`src/hdl/rtte_pkg.sv`:
```
// Shared constants, types and sequencer states of the RTT estimator.
`default_nettype none
package rtte_pkg;

  localparam int FRAC_BITS  = 8;
  localparam int COUNT_BITS = 32;

  localparam int SAMPLE_W = 31;
  localparam int IN_W     = 32;
  localparam int FIX_W    = SAMPLE_W + FRAC_BITS;
  localparam int RTO_W    = FIX_W + 3;

  localparam int DIV_STEPS = FIX_W;
  localparam int DIV_CNT_W = $clog2(DIV_STEPS + 1);

  localparam int OUT_BITS = 3 * SAMPLE_W + 3 * FIX_W + RTO_W + COUNT_BITS;
  localparam int OUT_W    = ((OUT_BITS + 7) / 8) * 8;

  localparam logic [COUNT_BITS-1:0] COUNT_MAX = {COUNT_BITS{1'b1}};

  typedef enum logic [2:0] {
    ST_IDLE,
    ST_PREP,
    ST_DEV,
    ST_SMOOTH,
    ST_DIV,
    ST_RTO,
    ST_OUT
  } rtte_state_t;

  typedef struct packed {
    logic ready;
    logic prep;
    logic dev;
    logic smooth;
    logic mean_upd;
    logic rto;
    logic load_out;
  } rtte_ctrl_t;

endpackage
`default_nettype wire

```
`src/hdl/rtt_estimator_rto_unit.sv`:
```
// Top level of the RTT estimator with retransmission timeout output.
`default_nettype none
// Each input transaction carries one signed round-trip-time sample in
// milliseconds; a negative sample counts as zero. For every sample the unit
// returns one output transaction with the latest, smallest and largest
// sample, a running mean, the smoothed RTT, the RTT variance and the
// retransmission timeout srtt + 4 * var, all fractional values in unsigned
// fixed point with 8 fraction bits, plus the saturating sample count. Once
// the count saturates the mean holds still while the other values keep
// tracking. The unit works on one sample at a time: an accepted sample
// passes through the prep, deviation, smoothing, divide, timeout and output
// states before its result is loaded into the output register, and the next
// sample is accepted only after that. The divide state waits for the 39-step
// serial divider that forms the running-mean increment; once the count has
// saturated the divider is skipped.
// The result waits in that register while the next sample is accepted, and
// a new result is held back only while the previous one has not been taken.
module rtt_estimator_rto_unit
  import rtte_pkg::*;
(
  input  wire logic             clk,
  input  wire logic             rst,
  input  wire logic             s_tvalid,
  output logic                  s_tready,
  input  wire logic [IN_W-1:0]  s_tdata,   // sample_ms
  output logic                  m_tvalid,
  input  wire logic             m_tready,
  // latest_rtt, min_rtt, max_rtt, mean_rtt, smoothed_rtt, rtt_variance,
  // retrans_timeout, samples_seen, then zero fill
  output logic [OUT_W-1:0]      m_tdata
);

  rtte_ctrl_t ctrl;
  logic       div_busy;
  logic       div_start;
  logic [FIX_W-1:0] div_quotient;
  logic [FIX_W-1:0] mean_diff;

  // Statistics state.
  logic                  have_sample;
  logic [SAMPLE_W-1:0]   last_sample;
  logic [SAMPLE_W-1:0]   lowest_sample;
  logic [SAMPLE_W-1:0]   highest_sample;
  logic [FIX_W-1:0]      running_mean;
  logic [COUNT_BITS-1:0] sample_count;
  logic [FIX_W-1:0]      srtt_value;
  logic [FIX_W-1:0]      variance_value;

  // Per-sample working registers.
  logic [SAMPLE_W-1:0]   ms;
  logic [FIX_W-1:0]      x;
  logic                  mean_neg;
  logic                  mean_en;
  logic [FIX_W-1:0]      dev;
  logic [RTO_W-1:0]      rto;

  logic [FIX_W+1:0]      var_sum;
  logic [FIX_W+2:0]      srtt_sum;

  assign s_tready = ctrl.ready;
  assign x        = {ms, {FRAC_BITS{1'b0}}};

  // The mean moves toward the new sample by the magnitude of the
  // difference divided by the new count, with the sign of the difference.
  assign mean_diff = (x >= running_mean) ? (x - running_mean) : (running_mean - x);
  assign div_start = ctrl.prep && (sample_count != COUNT_MAX);

  // Weighted sums for the smoothing step: 3 * var + dev and 7 * srtt + x.
  assign var_sum  = {1'b0, variance_value, 1'b0} + {2'b00, variance_value} + {2'b00, dev};
  assign srtt_sum = {srtt_value, 3'b000} - {3'b000, srtt_value} + {3'b000, x};

  rtte_sequencer u_seq (
    .clk      (clk),
    .rst      (rst),
    .in_valid (s_tvalid),
    .div_busy (div_busy),
    .out_free (!m_tvalid || m_tready),
    .ctrl     (ctrl)
  );

  rtte_divider u_div (
    .clk      (clk),
    .rst      (rst),
    .start    (div_start),
    .dividend (mean_diff),
    .divisor  (sample_count + 1'b1),
    .busy     (div_busy),
    .quotient (div_quotient)
  );

  // Working registers for the sample in flight.
  always_ff @(posedge clk) begin
    if (ctrl.ready && s_tvalid) begin
      ms <= s_tdata[IN_W-1] ? '0 : s_tdata[SAMPLE_W-1:0];
    end
    if (ctrl.prep) begin
      mean_neg <= (x < running_mean);
      mean_en  <= (sample_count != COUNT_MAX);
    end
    if (ctrl.dev) begin
      dev <= (srtt_value >= x) ? (srtt_value - x) : (x - srtt_value);
    end
    if (ctrl.rto) begin
      rto <= {3'b000, srtt_value} + {1'b0, variance_value, 2'b00};
    end
  end

  // Statistics state; all of it clears on reset.
  always_ff @(posedge clk) begin
    if (rst) begin
      have_sample    <= 1'b0;
      last_sample    <= '0;
      lowest_sample  <= '0;
      highest_sample <= '0;
      running_mean   <= '0;
      sample_count   <= '0;
      srtt_value     <= '0;
      variance_value <= '0;
    end else begin
      if (ctrl.smooth) begin
        have_sample <= 1'b1;
        last_sample <= ms;
        if (!have_sample) begin
          // The first sample seeds the extremes, srtt and half-size variance.
          lowest_sample  <= ms;
          highest_sample <= ms;
          srtt_value     <= x;
          variance_value <= {1'b0, x[FIX_W-1:1]};
        end else begin
          if (ms < lowest_sample) begin
            lowest_sample <= ms;
          end
          if (ms > highest_sample) begin
            highest_sample <= ms;
          end
          variance_value <= var_sum[FIX_W+1:2];
          srtt_value     <= srtt_sum[FIX_W+2:3];
        end
      end
      if (ctrl.mean_upd && mean_en) begin
        running_mean <= mean_neg ? (running_mean - div_quotient)
                                 : (running_mean + div_quotient);
        sample_count <= sample_count + 1'b1;
      end
    end
  end

  // Output register; a new result replaces one that is being taken.
  always_ff @(posedge clk) begin
    if (rst) begin
      m_tvalid <= 1'b0;
    end else if (ctrl.load_out) begin
      m_tvalid <= 1'b1;
    end else if (m_tready) begin
      m_tvalid <= 1'b0;
    end
  end

  always_ff @(posedge clk) begin
    if (ctrl.load_out) begin
      m_tdata <= {{(OUT_W - OUT_BITS){1'b0}}, sample_count, rto, variance_value,
                  srtt_value, running_mean, highest_sample, lowest_sample,
                  last_sample};
    end
  end

`ifndef SYNTHESIS
  a_busy_after_accept: assert property (@(posedge clk) disable iff (rst)
    s_tvalid && s_tready |=> !s_tready)
    else $error("unit still ready right after accepting a sample");

  a_load_needs_room: assert property (@(posedge clk) disable iff (rst)
    ctrl.load_out |-> (!m_tvalid || m_tready))
    else $error("result loaded over one not yet taken");

  a_min_le_max: assert property (@(posedge clk) disable iff (rst)
    have_sample |-> (lowest_sample <= highest_sample))
    else $error("minimum sample above maximum sample");

  a_mean_not_saturated: assert property (@(posedge clk) disable iff (rst)
    ctrl.mean_upd && mean_en |-> (sample_count != COUNT_MAX))
    else $error("mean updated with saturated sample count");
`endif

endmodule
`default_nettype wire

```
`src/hdl/rtte_divider.sv`:
```
// Serial restoring divider, one quotient bit per cycle.
`default_nettype none
module rtte_divider
  import rtte_pkg::*;
(
  input  wire logic                  clk,
  input  wire logic                  rst,
  input  wire logic                  start,
  input  wire logic [FIX_W-1:0]      dividend,
  input  wire logic [COUNT_BITS-1:0] divisor,
  output logic                       busy,
  output logic [FIX_W-1:0]           quotient
);

  logic [DIV_CNT_W-1:0]  cnt;
  logic [COUNT_BITS-1:0] rem;
  logic [COUNT_BITS-1:0] dvs;
  logic [COUNT_BITS:0]   rem_sh;
  logic [COUNT_BITS:0]   diff;

  // The quotient register starts out holding the dividend; its top bit
  // shifts into the partial remainder while a quotient bit enters below.
  assign rem_sh = {rem, quotient[FIX_W-1]};
  assign diff   = rem_sh - {1'b0, dvs};

  always_ff @(posedge clk) begin
    if (rst) begin
      busy <= 1'b0;
      cnt  <= '0;
    end else if (start) begin
      busy <= 1'b1;
      cnt  <= DIV_CNT_W'(DIV_STEPS);
    end else if (busy) begin
      cnt <= cnt - 1'b1;
      if (cnt == DIV_CNT_W'(1)) begin
        busy <= 1'b0;
      end
    end
  end

  always_ff @(posedge clk) begin
    if (start) begin
      quotient <= dividend;
      rem      <= '0;
      dvs      <= divisor;
    end else if (busy) begin
      quotient <= {quotient[FIX_W-2:0], ~diff[COUNT_BITS]};
      rem      <= diff[COUNT_BITS] ? rem_sh[COUNT_BITS-1:0] : diff[COUNT_BITS-1:0];
    end
  end

endmodule
`default_nettype wire

```
`src/hdl/rtte_sequencer.sv`:
```
// Sequencer that steps one sample through the update states.
`default_nettype none
module rtte_sequencer
  import rtte_pkg::*;
(
  input  wire logic clk,
  input  wire logic rst,
  input  wire logic in_valid,
  input  wire logic div_busy,
  input  wire logic out_free,
  output rtte_ctrl_t ctrl
);

  rtte_state_t state;
  rtte_state_t state_next;

  always_ff @(posedge clk) begin
    if (rst) begin
      state <= ST_IDLE;
    end else begin
      state <= state_next;
    end
  end

  always_comb begin
    state_next = state;
    unique case (state)
      ST_IDLE:   if (in_valid) state_next = ST_PREP;
      ST_PREP:   state_next = ST_DEV;
      ST_DEV:    state_next = ST_SMOOTH;
      ST_SMOOTH: state_next = ST_DIV;
      ST_DIV:    if (!div_busy) state_next = ST_RTO;
      ST_RTO:    state_next = ST_OUT;
      ST_OUT:    if (out_free) state_next = ST_IDLE;
      default:   state_next = ST_IDLE;
    endcase
  end

  always_comb begin
    ctrl = '0;
    unique case (state)
      ST_IDLE:   ctrl.ready    = 1'b1;
      ST_PREP:   ctrl.prep     = 1'b1;
      ST_DEV:    ctrl.dev      = 1'b1;
      ST_SMOOTH: ctrl.smooth   = 1'b1;
      ST_DIV:    ctrl.mean_upd = !div_busy;
      ST_RTO:    ctrl.rto      = 1'b1;
      ST_OUT:    ctrl.load_out = out_free;
      default:   ctrl          = '0;
    endcase
  end

endmodule
`default_nettype wire
```
`config.mk`:
```
export PLATFORM = sky130hd
export DESIGN_NAME = rtt_estimator_rto_unit
export DESIGN_NICKNAME = d
export VERILOG_FILES = /design/src/hdl/rtte_pkg.sv /design/src/hdl/rtt_estimator_rto_unit.sv /design/src/hdl/rtte_divider.sv /design/src/hdl/rtte_sequencer.sv
export SDC_FILE = /design/constraint.sdc
export NUM_CORES = 2
export LEC_CHECK = 0
export BUFFER_PORTS_ARGS = -buffer_cell sky130_fd_sc_hd__buf_4
export CORE_UTILIZATION = 33
export CTS_BUF_LIST = sky130_fd_sc_hd__clkbuf_4 sky130_fd_sc_hd__clkbuf_8
export DETAILED_ROUTE_END_ITERATION = 10
export MAX_ROUTING_LAYER = met4
export SLEW_MARGIN = 40
export SYNTH_ARGS = -nofsm -noshare
export SYNTH_HDL_FRONTEND = slang
export SYNTH_SLANG_ARGS = --single-unit
```
`constraint.sdc`:
```
create_clock -name clk -period 24.6 [get_ports clk]
set_clock_uncertainty 0.05 [all_clocks]
set_input_delay 7.38 -clock clk [delete_from_list [all_inputs] [get_ports clk]]
set_output_delay 7.38 -clock clk [all_outputs]
set_load 0.02 [all_outputs]
```
==> impl_metrics.env <==
export IMPL_status="finished with violations"
export IMPL_violations="DRC"
export IMPL_layout_min_cycle_time_ns=9.48
export IMPL_finalWorstSetupSlack_ns=15.12
export IMPL_async_flop_share=0
export IMPL_drt_iter0_markers=2853
export IMPL_initial_utilization=0.332
export IMPL_synth_seq_cells=755
export IMPL_required_ns=17.17
export IMPL_ys_warn_count=0
export IMPL_hpwl_um=110000
export IMPL_port_buffers=321
export IMPL_worstPathArrival_ns=2.05
export IMPL_cts_path_max_buffers=3
export IMPL_post_cts_buffers=0
export IMPL_setup_violations=0
export IMPL_drc=4
export IMPL_fin_cells=7111
export IMPL_grt_pass1_wl_um=221000
export IMPL_yosysSeqAreaShare=0.428
export IMPL_layout_common_cells="a21oi_1, edfxtp_1, nand2_1"
export IMPL_worstPathMaxFanout=11
export IMPL_die_y_um=377
export IMPL_grt_total_usage=0.210
export IMPL_finalCritPeriodShare=0.386
export IMPL_vdd_ir_drop_max_uv=46.1
export IMPL_slew_violations=0
export IMPL_yosys_most_used_dff="edfxtp_1"
export IMPL_grt_start_max_net_pins=91
export IMPL_post_place_ws_ns=13.99
export IMPL_gp_congestion=0.970
export IMPL_area_delta_synth_final_pct=15.9
export IMPL_ant_nets=0
export IMPL_drive_above_1_share=0.129
export IMPL_grt_pass1_vias=35700
export IMPL_cts_hold_fix_buffers=0
export IMPL_hold_class="reg -> reg"
export IMPL_cts_tree="yes"
export IMPL_end_kind="primary output"
export IMPL_clk_pin_slew_ns=0.06
export IMPL_slew_headroom=0.415
export IMPL_dr_pass1_iters=8
export IMPL_clk_latency_ns=0.89
export IMPL_n_fill_cell=13900
export IMPL_synth_cell_types=96
export IMPL_dieArea_um2=142000
export IMPL_syn_area_per_cell_um2=9.63
export IMPL_fmax_mhz=105
export IMPL_via_count=37500
export IMPL_die_w_um=377
export IMPL_num_rows=137
export IMPL_crit_type="reg -> out"
export IMPL_synth_edf_count=469
export IMPL_synthCells=4812
export IMPL_hold_viol=0
export IMPL_overflow=0
export IMPL_maxCapViolations=0
export IMPL_worst_slew_pin_slew_ns=0.871
export IMPL_antenna_found_initial=6
export IMPL_nNetsFinal=5608
export IMPL_final_common_cell="a21oi_1"
export IMPL_cts_repair_resized=0
export IMPL_synth_area_um2=46300
export IMPL_p_leak_nw=22.0
export IMPL_wl_per_cell_um=20.8
export IMPL_cts_root_buffer="clkbuf_8"
export IMPL_htreeDepth=4
export IMPL_ioPinCount=326
export IMPL_dp_cells=6853
export IMPL_p_per_area_nw_per_um2=70.7
export IMPL_core_area_um2=139000
export IMPL_cts_sinks=755
export IMPL_cts_buffers=139
export IMPL_rsz0062_at_grt="no"
export IMPL_vias_per_cell=5.28
export IMPL_start_kind="register"
export IMPL_drt_wl_total_um=148000
export IMPL_fin_setup_tns_ns=0
path summary, 6_finish.rpt:
check                              start                             to  slack (ns)  cells past startpoint
max          u_seq.state[2]$_SDFFE_PP0P_                       s_tready       15.12                      2
max reg2reg  u_div.quotient[6]$_DFFE_PP_  running_mean[38]$_SDFFE_PP0P_       18.93                     17
min                    rto[27]$_DFFE_PN_         m_tdata[237]$_DFFE_PP_        0.37                      0
min reg2reg            rto[27]$_DFFE_PN_         m_tdata[237]$_DFFE_PP_        0.37                      0
cell families (layout without fill, tap and decap cells):
logic type	Yosys count	after routing	synth area share
flops	755	755	0.428
simple gates	1273	1273	0.127
xor+xnor	324	324	0.0612
fa+ha+maj	453	453	0.134
buf+inv	554	969	0.0464
compound gates	1346	1346	0.180
mux	106	106	0.0232
other cells	1	9	0.0000809
stage by stage:
stage	util	power [mW]	hold slack (ns)	instance area, µm²
6_report	0.385	3.80	0.366	53700
5_1_grt	0.385	4.01	0.372	53700
4_1_cts	0.385	3.83	0.367	53700
3_5_place_dp	0.364	2.53	0.355	50800
3_3_place_gp	0.364	2.52	0.354	50700
2_1_floorplan	-	2.26	0.350	46300
per-layer routing:
layer / up-vias / global-route usage / wire [µm]
li1: 17900 / - / -
met1: 18200 / 0.283 / 68600
met2: 1176 / 0.322 / 66800
met3: 254 / 0.0313 / 8370
met4: 0 / 0.0698 / 4360
met5: - / - / 0
synthesized netlist by cell type, drive strengths merged, types with 53 or more instances:
master  count  share of area
edfxtp    469           0.30
nand4      53         0.0072
xor2      117          0.022
xnor2     207          0.039
dfxtp     286           0.12
mux2i      96          0.021
nor2      388          0.032
nor3       85         0.0094
a211oi     64          0.010
fa         75          0.032
ha        378           0.10
nand3      78         0.0084
a21o      184          0.030
nand2     412          0.034
o21ai     290          0.031
a21oi     499          0.054
nor2b      73         0.0099
inv       344          0.028
clkbuf    178          0.014
final cells by class:
| type | count | area (µm²) | area share |
|---|---|---|---|
| inverters | 345 | 1300 | 0.0242 |
| flip-flops and latches | 755 | 19800 | 0.369 |
| multi-input cells | 3506 | 24500 | 0.456 |
| diodes | 5 | 12.5 | 0.000233 |
| clock buffers | 183 | 2320 | 0.0433 |
| repair buffers | 372 | 2840 | 0.0528 |
| clock inverters | 69 | 568 | 0.0106 |
| well taps | 1876 | 2350 | 0.0437 |
where the power goes:
part	internal [mW]	switching [mW]	leakage, nW	total [mW]
Combinational	0.402	0.630	13.8	1.03
Clock	0.689	0.587	1.51	1.28
Sequential	1.42	0.0717	6.70	1.49
Total	2.51	1.29	22.0	3.80
sequential cells by signal (all words and copies together) (netlist names):
name,count
u_div.rem,32
running_mean,39
sample_count,32
u_div.cnt,6
last_sample,31
dev,39
u_seq.state,3
rto,42
lowest_sample,31
u_div.busy,1
u_div.quotient,39
mean_en,1
have_sample,1
variance_value,39
u_div.dvs,32
m_tvalid,1
mean_neg,1
srtt_value,39
highest_sample,31
ms,31
m_tdata,284
critical path, cell delays in order (launching register included):
cell and delay [ns]:
dfxtp_1 0.45, nor3_1 0.50, buf_4 0.24
No activity file was read; power rests on OpenSTA's default activity.
